<file path="config.mk">
export PLATFORM = sky130hd
export DESIGN_NAME = mws_front
export DESIGN_NICKNAME = d
export VERILOG_FILES = /design/src/rtl/mws_pkg.sv /design/src/rtl/mws_front.sv
export SDC_FILE = /design/constraint.sdc
export NUM_CORES = 1
export LEC_CHECK = 0
export BUFFER_PORTS_ARGS = -buffer_cell sky130_fd_sc_hd__buf_2
export CAP_MARGIN = 5
export CELL_PAD_IN_SITES_DETAIL_PLACEMENT = 2
export CELL_PAD_IN_SITES_GLOBAL_PLACEMENT = 2
export CORE_ASPECT_RATIO = 0.9
export CORE_UTILIZATION = 28
export DETAILED_ROUTE_END_ITERATION = 12
export GPL_ROUTABILITY_DRIVEN = 0
export PLACE_DENSITY = 0.81
export SLEW_MARGIN = 20
export SYNTH_ARGS = -nofsm -noshare
export SYNTH_HDL_FRONTEND = slang
export SYNTH_SLANG_ARGS = --single-unit
</file>
<file path="constraint.sdc">
create_clock -name clk -period 1.7 [get_ports clk]
set_input_delay 0 -clock clk [delete_from_list [all_inputs] [get_ports clk]]
set_output_delay 0 -clock clk [all_outputs]
set_load 0.01 [all_outputs]
</file>
<file path="src/rtl/mws_pkg.sv">
// Package for mode_with_shortest_span: sizes, the element record that passes
// from the front end through the queue to the back end.
// No dependencies.
`timescale 1ns / 1ps
`default_nettype none
package mws_pkg;

	localparam int VALUE_BITS = 8;
	localparam int INDEX_BITS = 16;
	localparam int COUNT_BITS = INDEX_BITS + 1;
	localparam int NVALUES    = 1 << VALUE_BITS;
	localparam int QDEPTH     = 4;
	localparam int QPTR_BITS  = $clog2(QDEPTH);

	typedef struct packed {
		logic [VALUE_BITS-1:0] value;
		logic [INDEX_BITS-1:0] index;
		logic                  drop;
		logic                  last;
	} item_t;

endpackage
`default_nettype wire

</file>
<file path="src/rtl/mws_front.sv">
// Front end: accepts elements, assigns each its index within the array and
// marks elements beyond the index range for dropping.
// Depends on mws_pkg.
`timescale 1ns / 1ps
`default_nettype none
module mws_front
	import mws_pkg::*;
(
	input  wire logic                  clk,
	input  wire logic                  arst_n,
	input  wire logic [7:0]            elem_value,
	input  wire logic                  is_last,
	input  wire logic                  elem_valid,
	output logic                       elem_stall,
	input  wire logic                  q_full,
	output logic                       push,
	output item_t                      push_item
);

	logic [COUNT_BITS-1:0] pos_q;

	assign elem_stall = q_full;
	assign push       = elem_valid && !q_full;

	always_comb begin
		push_item.value = elem_value[VALUE_BITS-1:0];
		push_item.index = pos_q[INDEX_BITS-1:0];
		push_item.drop  = pos_q[INDEX_BITS];
		push_item.last  = is_last;
	end

	// advance the index, saturate at the limit, restart after the last element
	always_ff @(posedge clk or negedge arst_n) begin
		if (!arst_n) begin
			pos_q <= '0;
		end else if (push) begin
			if (is_last) begin
				pos_q <= '0;
			end else if (!pos_q[INDEX_BITS]) begin
				pos_q <= pos_q + COUNT_BITS'(1);
			end
		end
	end

endmodule
`default_nettype wire

</file>
==> flow_results.xml <==
<?xml version="1.0" encoding="UTF-8"?>
<metrics>
  <group name="synthesis">
    <metric name="post_synth.cell_area_avg" unit="um2">9.04</metric>
    <metric name="post_synthesis_sequential_area_ratio" unit="%">37.9</metric>
    <metric name="syn-cell-area" unit="mm2">0.00112</metric>
    <metric name="netlist-cell-type-count" unit="">36</metric>
    <metric name="number_of_warning_messages_in_the_yosys_log" unit="">0</metric>
    <metric name="ffs_latches_synth" unit="">17</metric>
    <metric name="synth_fp_nets" unit="">138</metric>
    <metric name="synth-edff-count" unit="">0</metric>
    <metric name="synth_top_area_cells" unit="">sky130_fd_sc_hd__dfrtp_1 38%, sky130_fd_sc_hd__buf_4 7.4%, sky130_fd_sc_hd__nand2_1 5.0%</metric>
    <metric name="synth.largest_area_cell" unit="">sky130_fd_sc_hd__dfrtp_1</metric>
    <metric name="synthCells" unit="">124</metric>
    <metric name="dominantRegCellSynth" unit="">sky130_fd_sc_hd__dfrtp_1</metric>
    <metric name="synth_largest_type_area_fraction" unit="%">37.9</metric>
    <metric name="synthArstFlopShare" unit="%">100</metric>
  </group>
  <group name="hold_path">
    <metric name="worstHoldPathType" unit="">primary input to primary output</metric>
    <metric name="hold_path_depth" unit="">0</metric>
    <metric name="worstHoldEndpoint" unit="">push_item[18]</metric>
    <metric name="hold_path.startpoint" unit="">elem_value[0]</metric>
  </group>
  <group name="floorplan">
    <metric name="floorplan.die.width" unit="um">68.7</metric>
    <metric name="core.rowCount" unit="">21</metric>
    <metric name="fp.dieH" unit="um">62.0</metric>
    <metric name="starting_density_of_the_core" unit="%">29.6</metric>
    <metric name="top_ports" unit="">41</metric>
    <metric name="floorplan.core_area" unit="mm2">0.00378</metric>
    <metric name="floorplan.die_area" unit="mm2">0.00426</metric>
  </group>
  <group name="place">
    <metric name="detailed_place.area" unit="mm2">0.00123</metric>
    <metric name="numPortBuffers" unit="">24</metric>
    <metric name="hpwlAfterDp" unit="um">2370</metric>
  </group>
  <group name="timing">
    <metric name="worst-slew-pin-transition" unit="ps">464</metric>
    <metric name="slew_violations" unit="">0</metric>
    <metric name="final_period_minus_worst_setup_slack" unit="ps">1620</metric>
    <metric name="fmax" unit="GHz">0.616</metric>
    <metric name="final_min_period_over_clock_period" unit="%">95.5</metric>
    <metric name="finalSetupViolations" unit="">0</metric>
    <metric name="final-hold-violation-count" unit="">0</metric>
    <metric name="headroom_to_the_max_slew_limit" unit="%">69.0</metric>
    <metric name="worst_clock_skew" unit="ps">2.11</metric>
  </group>
  <group name="detailed_routing">
    <metric name="vias" unit="">1041</metric>
    <metric name="firstDrtPassIters" unit="">4</metric>
    <metric name="route.detailed.drc" unit="">0</metric>
    <metric name="post_drt_via_cell_ratio" unit="">5.42</metric>
    <metric name="detail_route.wirelength" unit="um">3310</metric>
    <metric name="first_iter_violations" unit="">25</metric>
    <metric name="avgRoutedWirePerCell" unit="um">17.2</metric>
    <metric name="antenna_left" unit="">0</metric>
  </group>
  <group name="worst_setup_path">
    <metric name="ff2ff_setup_slack" unit="ps">80</metric>
    <metric name="worst-r2r-cell-count" unit="">5</metric>
    <metric name="cp_data_arrival_time" unit="ps">1790</metric>
    <metric name="critPathRequiredTime" unit="ps">1870</metric>
    <metric name="peak_fanout_along_the_critical_path" unit="">5</metric>
    <metric name="crit_path_launch_type" unit="">flop</metric>
    <metric name="critical_path.reg2reg.endpoint" unit="">pos_q[10]</metric>
    <metric name="rr_startpoint" unit="">pos_q[0]</metric>
    <metric name="criticalPathCategory" unit="">flop to flop</metric>
    <metric name="cp-end-kind" unit="">flop</metric>
  </group>
  <group name="cells_and_area">
    <metric name="largest_register" unit="">pos_q</metric>
    <metric name="largest_registers" unit="">pos_q: 17 flops</metric>
    <metric name="largest_reg_flops" unit="">17</metric>
    <metric name="layout.core_utilization" unit="%">35.0</metric>
    <metric name="final_cell_mix" unit="">24 x sky130_fd_sc_hd__buf_2, 15 x sky130_fd_sc_hd__nand2_1, 15 x sky130_fd_sc_hd__dfrtp_1</metric>
    <metric name="fillers" unit="">445</metric>
    <metric name="layout.cells.most_common" unit="">sky130_fd_sc_hd__buf_2</metric>
    <metric name="syn_to_final_growth" unit="%">18.0</metric>
    <metric name="nNetsFinal" unit="">161</metric>
    <metric name="stdcell_area" unit="mm2">0.00132</metric>
    <metric name="drive_gt1_share" unit="%">32.2</metric>
    <metric name="diodes" unit="">0</metric>
  </group>
  <group name="cts">
    <metric name="clkSinkCount" unit="">17</metric>
    <metric name="clk_pin_slew_worst_paths" unit="ps">70</metric>
    <metric name="cts_buffer_depth" unit="">2</metric>
    <metric name="numCtsBuffers" unit="">3</metric>
    <metric name="clkLatencyLatePin" unit="ps">250</metric>
    <metric name="cts_root_buf" unit="">sky130_fd_sc_hd__clkbuf_8</metric>
    <metric name="cts_tree" unit="">yes</metric>
    <metric name="htree_num_levels" unit="">1</metric>
  </group>
  <group name="run_status">
    <metric name="status" unit="">completed</metric>
  </group>
  <group name="global_route">
    <metric name="grt_overflow_total" unit="">0</metric>
    <metric name="global_route.usage.total" unit="%">16.3</metric>
    <metric name="grt_pass1_vias" unit="">972</metric>
    <metric name="antenna_found_initial" unit="">0</metric>
    <metric name="pin_count_of_the_biggest_net_entering_global_routing" unit="">18</metric>
    <metric name="wire_length_of_the_first_global_routing_pass" unit="um">5000</metric>
  </group>
  <group name="power">
    <metric name="cellPowerDensity" unit="mW/mm2">815</metric>
    <metric name="peak_supply_drop" unit="mV">0.332</metric>
    <metric name="power_leakage" unit="nW">0.605</metric>
  </group>
  <group name="run">
    <metric name="max-cap-violations" unit="">0</metric>
  </group>
</metrics>
## worst max-delay path by stage
| stage | from | endpoint | cells after the start |
|---|---|---|---|
| finish | pos_q[0] | pos_q[10] | 5 |
| global route | pos_q[9] | pos_q[16] | 4 |
| CTS | pos_q[0] | pos_q[10] | 5 |
| detailed placement | pos_q[0] | pos_q[10] | 5 |
| global placement | pos_q[0] | pos_q[12] | 5 |
| floorplan | pos_q[0] | pos_q[10] | 5 |
## kinds of logic after synthesis
family,after synthesis,share of synthesized area [%]
xor gates and xnor gates,1,0.781
adders and majority gates,1,1.12
buffers and inverters,22,12.1
DFF,17,37.9
AOI/OAI and AO/OA,28,18.0
and+or+nand+nor,51,26.6
muxes,4,3.57
## what timing repair did
action | in CTS | in global routing
setup endpoints to repair | 0 | 5
hold endpoints to repair | 17 | 0
hold buffers | 1 | 0
setup buffers | 0 | 4
gates resized for setup | 0 | 4
## layout make-up
type / instances / area (um2) / area share [%]
tap: 46 / 57.6 / 4.35
inverter: 5 / 18.8 / 1.42
timing repair buffer: 35 / 205 / 15.5
clock buffer: 4 / 45.0 / 3.41
multi-input combinational: 85 / 568 / 43.0
sequential: 17 / 428 / 32.4
## stage by stage
step                      hold slack (ps)  setup TNS (ps)  power, mW  setup slack [ps]  cells
after detailed placement            -33.6               0      0.746              16.7    183
after floorplan                      -296               0      0.660               242    124
after global routing               0.0171           -38.9       1.14             -38.9    192
final                             0.00444               0       1.08              76.9    192
after global placement              -45.9               0      0.730               216    183
after CTS                          0.0686               0       1.07             0.494    188
## routing by layer
metal / track usage, % / part of all wire [%] / up-vias
li1: - / - / 487
met1: 22.3 / 46 / 514
met2: 26.2 / 48 / 34
met3: 3.83 / 3.8 / 6
met4: 3.50 / 1.8 / 0
met5: 0 / 0 / -
## worst max-delay path: stages, from the launching register on
cell                        delay [ps]
sky130_fd_sc_hd__dfrtp_2           410
sky130_fd_sc_hd__ha_2              220
sky130_fd_sc_hd__nand3_2           140
sky130_fd_sc_hd__a2111oi_4         410
sky130_fd_sc_hd__nand3_1           170
sky130_fd_sc_hd__mux2i_1           200
## where the power goes
part	internal, mW	total, mW	switching, mW
logic	0.106	0.253	0.147
registers	0.444	0.510	0.0652
clock network	0.167	0.315	0.148
total	0.717	1.08	0.361
## cell usage after synthesis (2+ instances only)
library cell,instances
sky130_fd_sc_hd__dfrtp_1,17
sky130_fd_sc_hd__nand2_1,15
sky130_fd_sc_hd__buf_4,11
sky130_fd_sc_hd__a21oi_1,9
sky130_fd_sc_hd__nor3_1,9
sky130_fd_sc_hd__nand3_1,7
sky130_fd_sc_hd__o21ai_0,6
sky130_fd_sc_hd__inv_1,4
sky130_fd_sc_hd__mux2i_1,4
sky130_fd_sc_hd__nand2b_1,4
sky130_fd_sc_hd__buf_2,3
sky130_fd_sc_hd__nand4_1,3
sky130_fd_sc_hd__nand4b_1,3
sky130_fd_sc_hd__nor2_1,3
sky130_fd_sc_hd__clkbuf_1,2
sky130_fd_sc_hd__nor4_1,2
sky130_fd_sc_hd__o21ai_1,2
sky130_fd_sc_hd__o221ai_1,2
Note: power is estimated with default switching activity, not from simulation.
