[src/rtl/mws_pkg.sv]
// Package for mode_with_shortest_span: sizes, the element record that passes
// from the front end through the queue to the back end.
// No dependencies.
`timescale 1ns / 1ps
`default_nettype none
package mws_pkg;

	localparam int VALUE_BITS = 8;
	localparam int INDEX_BITS = 16;
	localparam int COUNT_BITS = INDEX_BITS + 1;
	localparam int NVALUES    = 1 << VALUE_BITS;
	localparam int QDEPTH     = 4;
	localparam int QPTR_BITS  = $clog2(QDEPTH);

	typedef struct packed {
		logic [VALUE_BITS-1:0] value;
		logic [INDEX_BITS-1:0] index;
		logic                  drop;
		logic                  last;
	} item_t;

endpackage
`default_nettype wire

[src/rtl/mws_queue.sv]
// Short first-in first-out queue of element records between front and back.
// Depends on mws_pkg.
`timescale 1ns / 1ps
`default_nettype none
module mws_queue
	import mws_pkg::*;
(
	input  wire logic  clk,
	input  wire logic  arst_n,
	input  wire logic  push,
	input  item_t      push_item,
	output logic       full,
	input  wire logic  pop,
	output logic       not_empty,
	output item_t      head
);

	item_t                 slot_q [QDEPTH];
	logic [QPTR_BITS-1:0]  wr_ptr_q;
	logic [QPTR_BITS-1:0]  rd_ptr_q;
	logic [QPTR_BITS:0]    count_q;

	assign full      = (count_q == (QPTR_BITS+1)'(QDEPTH));
	assign not_empty = (count_q != '0);
	assign head      = slot_q[rd_ptr_q];

	always_ff @(posedge clk) begin
		if (push) begin
			slot_q[wr_ptr_q] <= push_item;
		end
	end

	always_ff @(posedge clk or negedge arst_n) begin
		if (!arst_n) begin
			wr_ptr_q <= '0;
			rd_ptr_q <= '0;
			count_q  <= '0;
		end else begin
			if (push) begin
				wr_ptr_q <= wr_ptr_q + QPTR_BITS'(1);
			end
			if (pop) begin
				rd_ptr_q <= rd_ptr_q + QPTR_BITS'(1);
			end
			unique case ({push, pop})
				2'b10:   count_q <= count_q + (QPTR_BITS+1)'(1);
				2'b01:   count_q <= count_q - (QPTR_BITS+1)'(1);
				default: count_q <= count_q;
			endcase
		end
	end

endmodule
`default_nettype wire

[config.mk]
export PLATFORM = sky130hd
export DESIGN_NAME = mws_queue
export DESIGN_NICKNAME = d
export VERILOG_FILES = /design/src/rtl/mws_pkg.sv /design/src/rtl/mws_queue.sv
export SDC_FILE = /design/constraint.sdc
export NUM_CORES = 1
export LEC_CHECK = 0
export ABC_AREA = 1
export BUFFER_PORTS_ARGS = -buffer_cell sky130_fd_sc_hd__buf_2
export CORE_MARGIN = 2
export CORE_UTILIZATION = 55
export CTS_CLUSTER_SIZE = 20
export DETAILED_ROUTE_END_ITERATION = 7
export GPL_TIMING_DRIVEN = 0
export PLACE_DENSITY = 0.76
export SYNTH_ARGS = -nofsm -noshare
export SYNTH_HDL_FRONTEND = slang
export SYNTH_SLANG_ARGS = --single-unit
[constraint.sdc]
create_clock -name clk -period 1.83 [get_ports clk]
set_clock_uncertainty 0.05 [all_clocks]
set_input_delay 0.2745 -clock clk [delete_from_list [all_inputs] [get_ports clk]]
set_output_delay 0.2745 -clock clk [all_outputs]
set_load 0.02 [all_outputs]
==> flow_summary.yaml, run 1 <==
cts:
  clk_pin_slew_worst_paths_ns: 0.10
  cts_tree: "built"
  clkLatencyLatePin_ns: 0.37
  clockBufferDepth: 2
  cts_sinks: 111
  cts_buffers: 9
  cts_root_buf: "clkbuf_8"
  cts_htree_levels: 3
critical_path:
  worst_r2r_path_depth: 4
  endpoint_kind: "primary output"
  worstPathRequired_ns: 1.51
  r2r_start: "wr_ptr_q[0]$_DFFE_PN0P_"
  start_kind: "flip-flop"
  cp_max_fo: 10
  ff2ff_setup_slack_ns: 0.12
  r2r_end: "slot_q[2][25]$_DFFE_PP_"
  crit_type: "reg2out"
  cp.arrival_ns: 1.56
layout:
  syn2layout_area_growth_pct: 19.6
  n_fill_cell: 618
  antenna_cells: 0
  stdcell_count: 588
  finalNetCount: 514
  drive_gt1_share_pct: 25.1
  stdcell_area_um2: 5620
global_routing:
  grt_max_degree: 19
  grt_pass1_vias: 2855
  grt.total_usage_pct: 21.6
  grt_antenna_before_repair: 0
  grt_pass1_wl_um: 14200
  grt-ovfl-total: 0
synth:
  synth_nets: 439
  synth_top_area_share_pct: 66.4
  synth_simple_gate_area_share_pct: 13.8
  synth_fa_ha_area_share_pct: 1.76
  synth_area_leaders: "edfxtp_1, nand2_1, inv_1"
  synth_cell_types: 20
  yosysSeqAreaShare_pct: 70.1
  syn_area_um2: 4700
  yosysWarnings: 0
  ys_ff_latch: 111
  synth_mux_area_share_pct: 0
  synth_compound_area_share_pct: 5.85
  synth_top_family_by_area: "simple AND/OR/NAND/NOR gates"
  synth-xor-area-share_pct: 0.745
  synth_area_per_cell_um2: 11.7
  synth_top_area_cell: "edfxtp_1"
  synth_cells: 403
worst_hold_path:
  hold_depth: 1
  min_path_type: "in2reg"
  hp-start: "push_item[18]"
  hold_end: "slot_q[2][18]$_DFFE_PP_"
place:
  placedInstanceArea_um2: 5110
  dp_hpwl_um: 5560
  io_buffers: 56
  dp.cells: 564
  gp_congestion: 0.732
  pre_cts_ws_ns: -0.244
sta:
  setup_violations: 24
  setup_slack_ns: -0.0558
  holdWs_ns: 0.0541
  hold_violations: 0
  rsz0062_at_grt: "true"
  fin_crit_ns: 1.89
  slew_headroom_pct: 74.0
  tightest_slew_ns: 0.389
  slew_violations: 0
  period_share_pct: 103
  timing.fmax_mhz: 530
power_and_ir_drop:
  p_leak_nw: 2.38
  p_per_area_nw_per_um2: 1680
  ir_drop_v: 0.000983
  total_power_w: 0.00944
die:
  io_pins: 58
  core-area_um2: 8260
  initial_core_util_pct: 56.9
  die_w_um: 96.5
  die_h_um: 96.5
  dieArea_um2: 9300
  num_rows: 33
detailed_routing:
  wirelength_um: 9580
  drtIter0Drc: 192
  via_per_inst: 5.10
  vias: 2997
  drt.antenna.violating_nets: 0
  dr.pass1.iters: 4
  drc_errors: 0
  wire_per_inst_um: 16.3
run:
  cap_violations: 0
run_status:
  outcome: "finished with violations"
  violations: "negative setup slack"
[synthesized netlist by cell type]
cell type / number
nor3_1: 1
ha_1: 5
xnor2_1: 1
o211ai_1: 12
nand3_1: 1
fa_1: 1
buf_4: 1
o21ai_0: 2
nand4_1: 1
clkbuf_1: 3
nand2_1: 118
o211ai_2: 14
inv_1: 63
xor2_1: 3
inv_2: 1
buf_6: 5
buf_2: 9
dfrtp_1: 7
edfxtp_1: 104
nor2_1: 51
[worst max-delay path by stage]
stage	startpoint	endpoint	slack, ns
after floorplan	wr_ptr_q[0]$_DFFE_PN0P_	slot_q[0][0]$_DFFE_PP_	0.21
after global placement	wr_ptr_q[0]$_DFFE_PN0P_	slot_q[0][13]$_DFFE_PP_	-0.19
after detailed placement	wr_ptr_q[1]$_DFFE_PN0P_	slot_q[1][13]$_DFFE_PP_	-0.24
after CTS	rd_ptr_q[0]$_DFFE_PN0P_	head[16]	-0.07
after global routing	rd_ptr_q[0]$_DFFE_PN0P_	head[9]	-0.12
final	rd_ptr_q[0]$_DFFE_PN0P_	head[9]	-0.06
[state kept, by name, summed over array words and instances, names as in the netlist]
register,flops
count_q,3
slot_q,104
wr_ptr_q,2
rd_ptr_q,2
[repair_timing]
action / in CTS / in global routing
resized for setup: 64 / 19
gates cloned: 4 / 2
setup endpoints to repair: 130 / 26
setup buffers: 0 / 1
pin swaps: 6 / 28
hold buffers: 1 / 0
hold endpoints to repair: 7 / 0
[final cells by class]
cell class | count | area [um2] | area share (%)
Buffer | 18 | 200 | 3.56
Clock buffer | 9 | 124 | 2.20
Clock inverter | 7 | 50.0 | 0.890
Inverter | 64 | 258 | 4.58
Multi-Input combinational cell | 210 | 1060 | 18.9
Sequential cell | 111 | 3300 | 58.7
Tap cell | 105 | 131 | 2.34
Timing Repair Buffer | 60 | 470 | 8.37
Timing Repair inverter | 4 | 30.0 | 0.534
[per-layer routing]
layer / global-route usage (%) / vias to the layer above / routed length [um]
met5: 0 / - / 0
met4: 6.22 / 0 / 163
met3: 4.11 / 16 / 628
met2: 37.4 / 106 / 4830
met1: 27.9 / 1418 / 3960
li1: - / 1457 / -
[worst max-delay path: stages, from the launching register on]
cell	delay (ns)
dfrtp_1	0.35
buf_6	0.14
buf_2	0.25
nand2_1	0.09
o211ai_1	0.10
nand2_1	0.09
buf_4	0.16
[cell families (layout without fill, tap and decap cells)]
| family | after synthesis | in the layout |
|---|---|---|
| buffers and inverters | 82 | 162 |
| AO/OA/AOI/OAI | 28 | 28 |
| XOR/XNOR | 4 | 4 |
| flip-flops | 111 | 111 |
| adder cells (fa/ha/maj) | 6 | 6 |
| AND/OR/NAND/NOR | 172 | 172 |
[report_power, final]
part / switching, W / leakage [nW] / internal (W)
clock: 0.000816 / 0.0828 / 0.000495
sequential: 0.000176 / 1.04 / 0.00334
combinational: 0.00272 / 1.26 / 0.00189
total: 0.00372 / 2.38 / 0.00572
[through the flow]
step                      TNS, ns  utilization (%)
after floorplan                 0                -
after global placement     -16.80             61.9
after detailed placement   -20.21             61.9
after CTS                  -0.986             66.8
after global routing        -2.34             68.1
final                      -0.565             68.1
[layout by cell type, fill, tap and decap left out, drive strengths merged]
cell type	netlist	layout
nor3	1	1
nand2	118	118
clkinvlp	0	10
nand4	1	1
inv	64	60
dlygate4sd3	0	1
clkinv	0	5
xor2	3	3
dfrtp	7	7
xnor2	1	1
nand3	1	1
edfxtp	104	104
clkbuf	3	15
ha	5	5
buf	15	71
nor2	51	51
fa	1	1
o21ai	2	2
o211ai	26	26
Power figures use the tool's default switching activity.
==> run 2, diff against run 1 <==
--- a/config.mk
+++ b/config.mk
@@ -12,7 +12,8 @@
 export CTS_CLUSTER_SIZE = 20
 export DETAILED_ROUTE_END_ITERATION = 7
 export GPL_TIMING_DRIVEN = 0
-export PLACE_DENSITY = 0.76
+export PLACE_DENSITY = 0.84
+export SETUP_SLACK_MARGIN = 0.02
 export SYNTH_ARGS = -nofsm -noshare
 export SYNTH_HDL_FRONTEND = slang
 export SYNTH_SLANG_ARGS = --single-unit
==> run 2 against run 1 <==
  * The run still ends with negative setup slack left
  * Via count rose by 4.1%
  * Core utilization rose by 4.4 points
  * Critical path depth rose by 2
  * Final cell count rose by 2.0%
  * Final area rose by 6.5%
  * Clock power rose by 11%
  * Wire length rose by 11%
  * Die area did not move
  * Fmax fell by 3.8%
  * Sequential power barely moved
  * Count of clock-buffer cells in the layout did not move
  * First-iteration DRC count rose by 48%
  * Critical endpoint is now head[12]
  * Largest power group unchanged
  * Highest routed layer unchanged
==> flow_summary.yaml, run 2 (synthesis gave the netlist of run 1 again) <==
layout:
  syn2layout_area_growth_pct: 27.3
  layout_common_cells: "nand2_1, edfxtp_1, inv_1"
  regMostFlops: "slot_q"
  reg.largest.list: "slot_q: 104 flops, count_q: 3 flops"
  stdcell_count: 600
  finalNetCount: 526
  final_common_cell: "nand2_1"
  antenna_cells: 0
  drive_gt1_share_pct: 31.3
  largest_reg_flops: 104
detailed_routing:
  drc_errors: 0
  wirelength_um: 10600
  via_per_inst: 5.20
  wire_per_inst_um: 17.7
  vias: 3121
  drtIter0Drc: 284
  drt.antenna.violating_nets: 0
  dr.pass1.iters: 4
power_and_ir_drop:
  p_per_area_nw_per_um2: 1750
  ir_drop_v: 0.000959
  p_leak_nw: 2.53
sta:
  slew_headroom_pct: 73.2
  timing.fmax_mhz: 510
  period_share_pct: 107
  hold_violations: 0
  tightest_slew_ns: 0.402
  setup_slack_ns: -0.130
  setup_violations: 25
  slew_violations: 0
  fin_crit_ns: 1.96
  fin_tns_setup_ns: -1.74
  rsz0062_at_grt: "true"
critical_path:
  cp.arrival_ns: 1.64
  worstPathRequired_ns: 1.51
  r2r_start: "wr_ptr_q[0]$_DFFE_PN0P_"
  start_kind: "flip-flop"
  endpoint_kind: "primary output"
  worst_r2r_path_depth: 3
  cp-startpoint: "rd_ptr_q[0]$_DFFE_PN0P_"
  cp_max_fo: 7
  ff2ff_setup_slack_ns: 0.14
  critical_path.endpoint: "head[12]"
  crit_type: "reg2out"
  r2r_end: "slot_q[3][20]$_DFFE_PP_"
cts:
  cts_sinks: 111
  clockBufferDepth: 2
  cts_tree: "built"
  clkLatencyLatePin_ns: 0.36
  cts_buffers: 9
  cts_root_buf: "clkbuf_8"
  clk_pin_slew_worst_paths_ns: 0.11
  cts_htree_levels: 3
die:
  die_w_um: 96.5
  initial_core_util_pct: 56.9
  num_rows: 33
  core-area_um2: 8260
  io_pins: 58
  die_h_um: 96.5
  dieArea_um2: 9300
run:
  cap_violations: 0
global_routing:
  grt_max_degree: 19
  grt_antenna_before_repair: 0
  grt-ovfl-total: 0
  grt_pass1_wl_um: 15400
  grt.total_usage_pct: 23.2
  grt_pass1_vias: 3147
run_status:
  outcome: "finished with violations"
  violations: "negative setup slack"
place:
  io_buffers: 56
  dp.cells: 564
  dp_hpwl_um: 5570
  gp_congestion: 0.738
worst_hold_path:
  min_path_type: "in2reg"
  hold_depth: 1
  hp-start: "push_item[12]"
[run 2: area by class of cell]
type                       instances  area, um2
buffer                            18        216
clock buffer                       9        124
clock inverter                     7       70.1
fill                             519       2270
inverter                          64        255
multi-input combinational        210       1160
sequential                       111       3300
tap                              105        131
timing repair buffer              72        697
timing repair inverter             4       30.0
[run 2: where the power goes]
group | switching (W) | internal (W)
Sequential | 0.000191 | 0.00334
Combinational | 0.00305 | 0.00243
Clock | 0.000827 | 0.000636
Total | 0.00406 | 0.00640
[run 2: worst min path at each step]
stage | to
global route | slot_q[2][25]$_DFFE_PP_
finish | slot_q[2][12]$_DFFE_PP_
CTS | slot_q[3][21]$_DFFE_PP_
global placement | wr_ptr_q[0]$_DFFE_PN0P_
detailed placement | count_q[1]$_DFFE_PN0P_
floorplan | count_q[0]$_DFFE_PN0P_
[run 2: critical path, cell delays in order (launching register included)]
cell and delay (ns):
dfrtp_1 0.38, buf_6 0.15, buf_8 0.15, clkbuf_16 0.16, nor2_2 0.10, nor2_1 0.05
nand2_1 0.07, nand2_1 0.07, buf_6 0.13
[run 2: metrics by stage]
stage / hold WS (ns) / worst slack (ns) / util, % / power [W] / cell area [um2]
after floorplan: -0.0711 / 0.208 / - / 0.00607 / 4700
after global placement: 0.0648 / -0.169 / 61.9 / 0.00713 / 5110
after detailed placement: 0.0718 / -0.304 / 61.9 / 0.00726 / 5110
after CTS: 0.0501 / -0.122 / 69.6 / 0.00990 / 5750
after global routing: 0.0398 / -0.194 / 72.5 / 0.0110 / 5990
final: 0.0521 / -0.130 / 72.5 / 0.0105 / 5990
[run 2: routing by layer]
| layer | track usage, % | vias to the layer above | wire length [um] | part of all wire [%] |
|---|---|---|---|---|
| met5 | 0 | - | 0 | 0 |
| met4 | 8.33 | 0 | 197 | 1.9 |
| met3 | 6.13 | 14 | 713 | 6.7 |
| met2 | 39.1 | 141 | 5530 | 52 |
| met1 | 29.1 | 1487 | 4200 | 39 |
| li1 | - | 1479 | - | - |
[run 2: repair_timing]
| action | CTS | global route |
|---|---|---|
| pin swaps | 17 | 27 |
| endpoints found under the setup margin | 130 | 48 |
| resized for setup | 88 | 45 |
| hold buffers | 1 | 0 |
| hold endpoints to repair | 7 | 0 |
| setup buffers | 5 | 4 |
| gates cloned | 8 | 2 |
==> run 3, diff against run 2 <==
--- a/config.mk
+++ b/config.mk
@@ -9,6 +9,7 @@
 export BUFFER_PORTS_ARGS = -buffer_cell sky130_fd_sc_hd__buf_2
 export CORE_MARGIN = 2
 export CORE_UTILIZATION = 55
+export CTS_BUF_LIST = sky130_fd_sc_hd__clkbuf_16
 export CTS_CLUSTER_SIZE = 20
 export DETAILED_ROUTE_END_ITERATION = 7
 export GPL_TIMING_DRIVEN = 0
==> run 3 against run 2 <==
  * The flow still finishes with violations (negative setup slack)
  * Wire length shrank 5.3%
  * Final cell count shrank 1.5%
  * Critical path depth is the same
  * Worst hold slack gained 0.038 ns
  * Largest cell class unchanged
==> flow_summary.yaml, run 3 (synthesis gave the netlist of run 1 again) <==
run_status:
  outcome: "finished with violations"
  violations: "negative setup slack"
detailed_routing:
  dr.pass1.iters: 4
  vias: 3088
  wirelength_um: 10100
  via_per_inst: 5.23
  wire_per_inst_um: 17.0
  drtIter0Drc: 234
  drt.antenna.violating_nets: 0
  drc_errors: 0
cts:
  clk_pin_slew_worst_paths_ns: 0.07
  clockBufferDepth: 2
  cts_tree: "built"
  clkLatencyLatePin_ns: 0.34
  cts_buffers: 9
  cts_root_buf: "clkbuf_16"
  cts_htree_levels: 3
  cts_sinks: 111
place:
  io_buffers: 56
  gp_congestion: 0.738
  placedInstanceArea_um2: 5110
  dp_hpwl_um: 5570
  dp.cells: 564
layout:
  layout_common_cells: "nand2_1, edfxtp_1, inv_1"
  finalNetCount: 517
  stdcell_count: 591
  final_common_cell: "nand2_1"
  syn2layout_area_growth_pct: 22.6
  stdcell_area_um2: 5770
  regMostFlops: "slot_q"
  drive_gt1_share_pct: 25.9
  largest_reg_flops: 104
  final_util_pct: 69.8
  reg.largest.list: "slot_q: 104 flops, count_q: 3 flops"
  antenna_cells: 0
power_and_ir_drop:
  p_per_area_nw_per_um2: 1750
  ir_drop_v: 0.000870
  total_power_w: 0.0101
  p_leak_nw: 2.45
sta:
  timing.fmax_mhz: 530
  tightest_slew_ns: 0.400
  setup_slack_ns: -0.0561
  slew_violations: 0
  setup_violations: 12
  period_share_pct: 103
  slew_headroom_pct: 73.3
  rsz0062_at_grt: "true"
  hold_violations: 0
  fin_crit_ns: 1.89
die:
  io_pins: 58
  dieArea_um2: 9300
  core-area_um2: 8260
  die_h_um: 96.5
  initial_core_util_pct: 56.9
  die_w_um: 96.5
  num_rows: 33
global_routing:
  grt.total_usage_pct: 22.9
  grt_max_degree: 19
  grt-ovfl-total: 0
  grt_pass1_vias: 3044
  grt_antenna_before_repair: 0
  grt_pass1_wl_um: 15000
critical_path:
  cp_slowest_stage_delay_ns: 0.37
  cp.arrival_ns: 1.56
  endpoint_kind: "primary output"
  crit_slowest_cell: "dfrtp_1"
  cp_max_fo: 8
  worstPathRequired_ns: 1.51
  path_cells: "buf_6, buf_12, buf_12, nor2_4, nor2_2, nand2_1, nand2_2, buf_6"
  start_kind: "flip-flop"
  crit_type: "reg2out"
  ff2ff_setup_slack_ns: 0.14
worst_hold_path:
  min_path_type: "in2reg"
run:
  cap_violations: 0
## run 3: what timing repair did
item                                    in CTS  in global routing
endpoints found under the setup margin     130                 65
resized for setup                           28                 55
pin swaps                                    8                 24
gates cloned                                 5                  0
hold buffers                                 1                  0
buffers inserted                             1                  4
hold endpoints to repair                     7                  0
## run 3: path summary, 6_finish.rpt
kind / start / end / depth (start not counted)
max: rd_ptr_q[0]$_DFFE_PN0P_ / head[2] / 8
min reg2reg: count_q[2]$_DFFE_PN0P_ / count_q[2]$_DFFE_PN0P_ / 2
min in group asynchronous: arst_n / count_q[2]$_DFFE_PN0P_ / 2
max reg2reg: wr_ptr_q[0]$_DFFE_PN0P_ / slot_q[2][21]$_DFFE_PP_ / 4
min: push_item[3] / slot_q[1][3]$_DFFE_PP_ / 1
max in group asynchronous: arst_n / rd_ptr_q[0]$_DFFE_PN0P_ / 2
## run 3: report_power, final
| group | switching [W] | internal, W |
|---|---|---|
| Sequential | 0.000181 | 0.00334 |
| Combinational | 0.00277 | 0.00183 |
| Clock | 0.000892 | 0.00106 |
## run 3: cell type report
cell class / count / area, um2
sequential: 111 / 3300
buffer: 18 / 180
fill: 539 / 2490
multi-input combinational: 210 / 1080
tap: 105 / 131
timing repair buffer: 63 / 493
clock inverter: 7 / 70.1
clock buffer: 9 / 225
inverter: 64 / 255
timing repair inverter: 4 / 30.0
## run 3: per-stage QoR
stage / setup TNS (ns) / setup WS [ns] / hold slack, ns
global route: -1.24 / -0.106 / 0.0773
finish: -0.245 / -0.0561 / 0.0899
floorplan: 0 / 0.208 / -0.0711
detailed placement: -21.15 / -0.304 / 0.0718
global placement: -15.32 / -0.169 / 0.0648
CTS: -0.594 / -0.0929 / 0.0855
## run 3: metal layers
layer,track usage (%),share of wire (%),vias to the layer above
li1,-,-,1462
met1,28.8,39,1461
met2,38.3,51,145
met3,5.04,7.5,20
met4,9.98,2.0,0
met5,0,0,-
## run 3: critical path: cells and delay by family, from the launching register on
family	cells	cell delay, ns
simple gates	4	0.28
flops	1	0.37
buf+inv	4	0.57
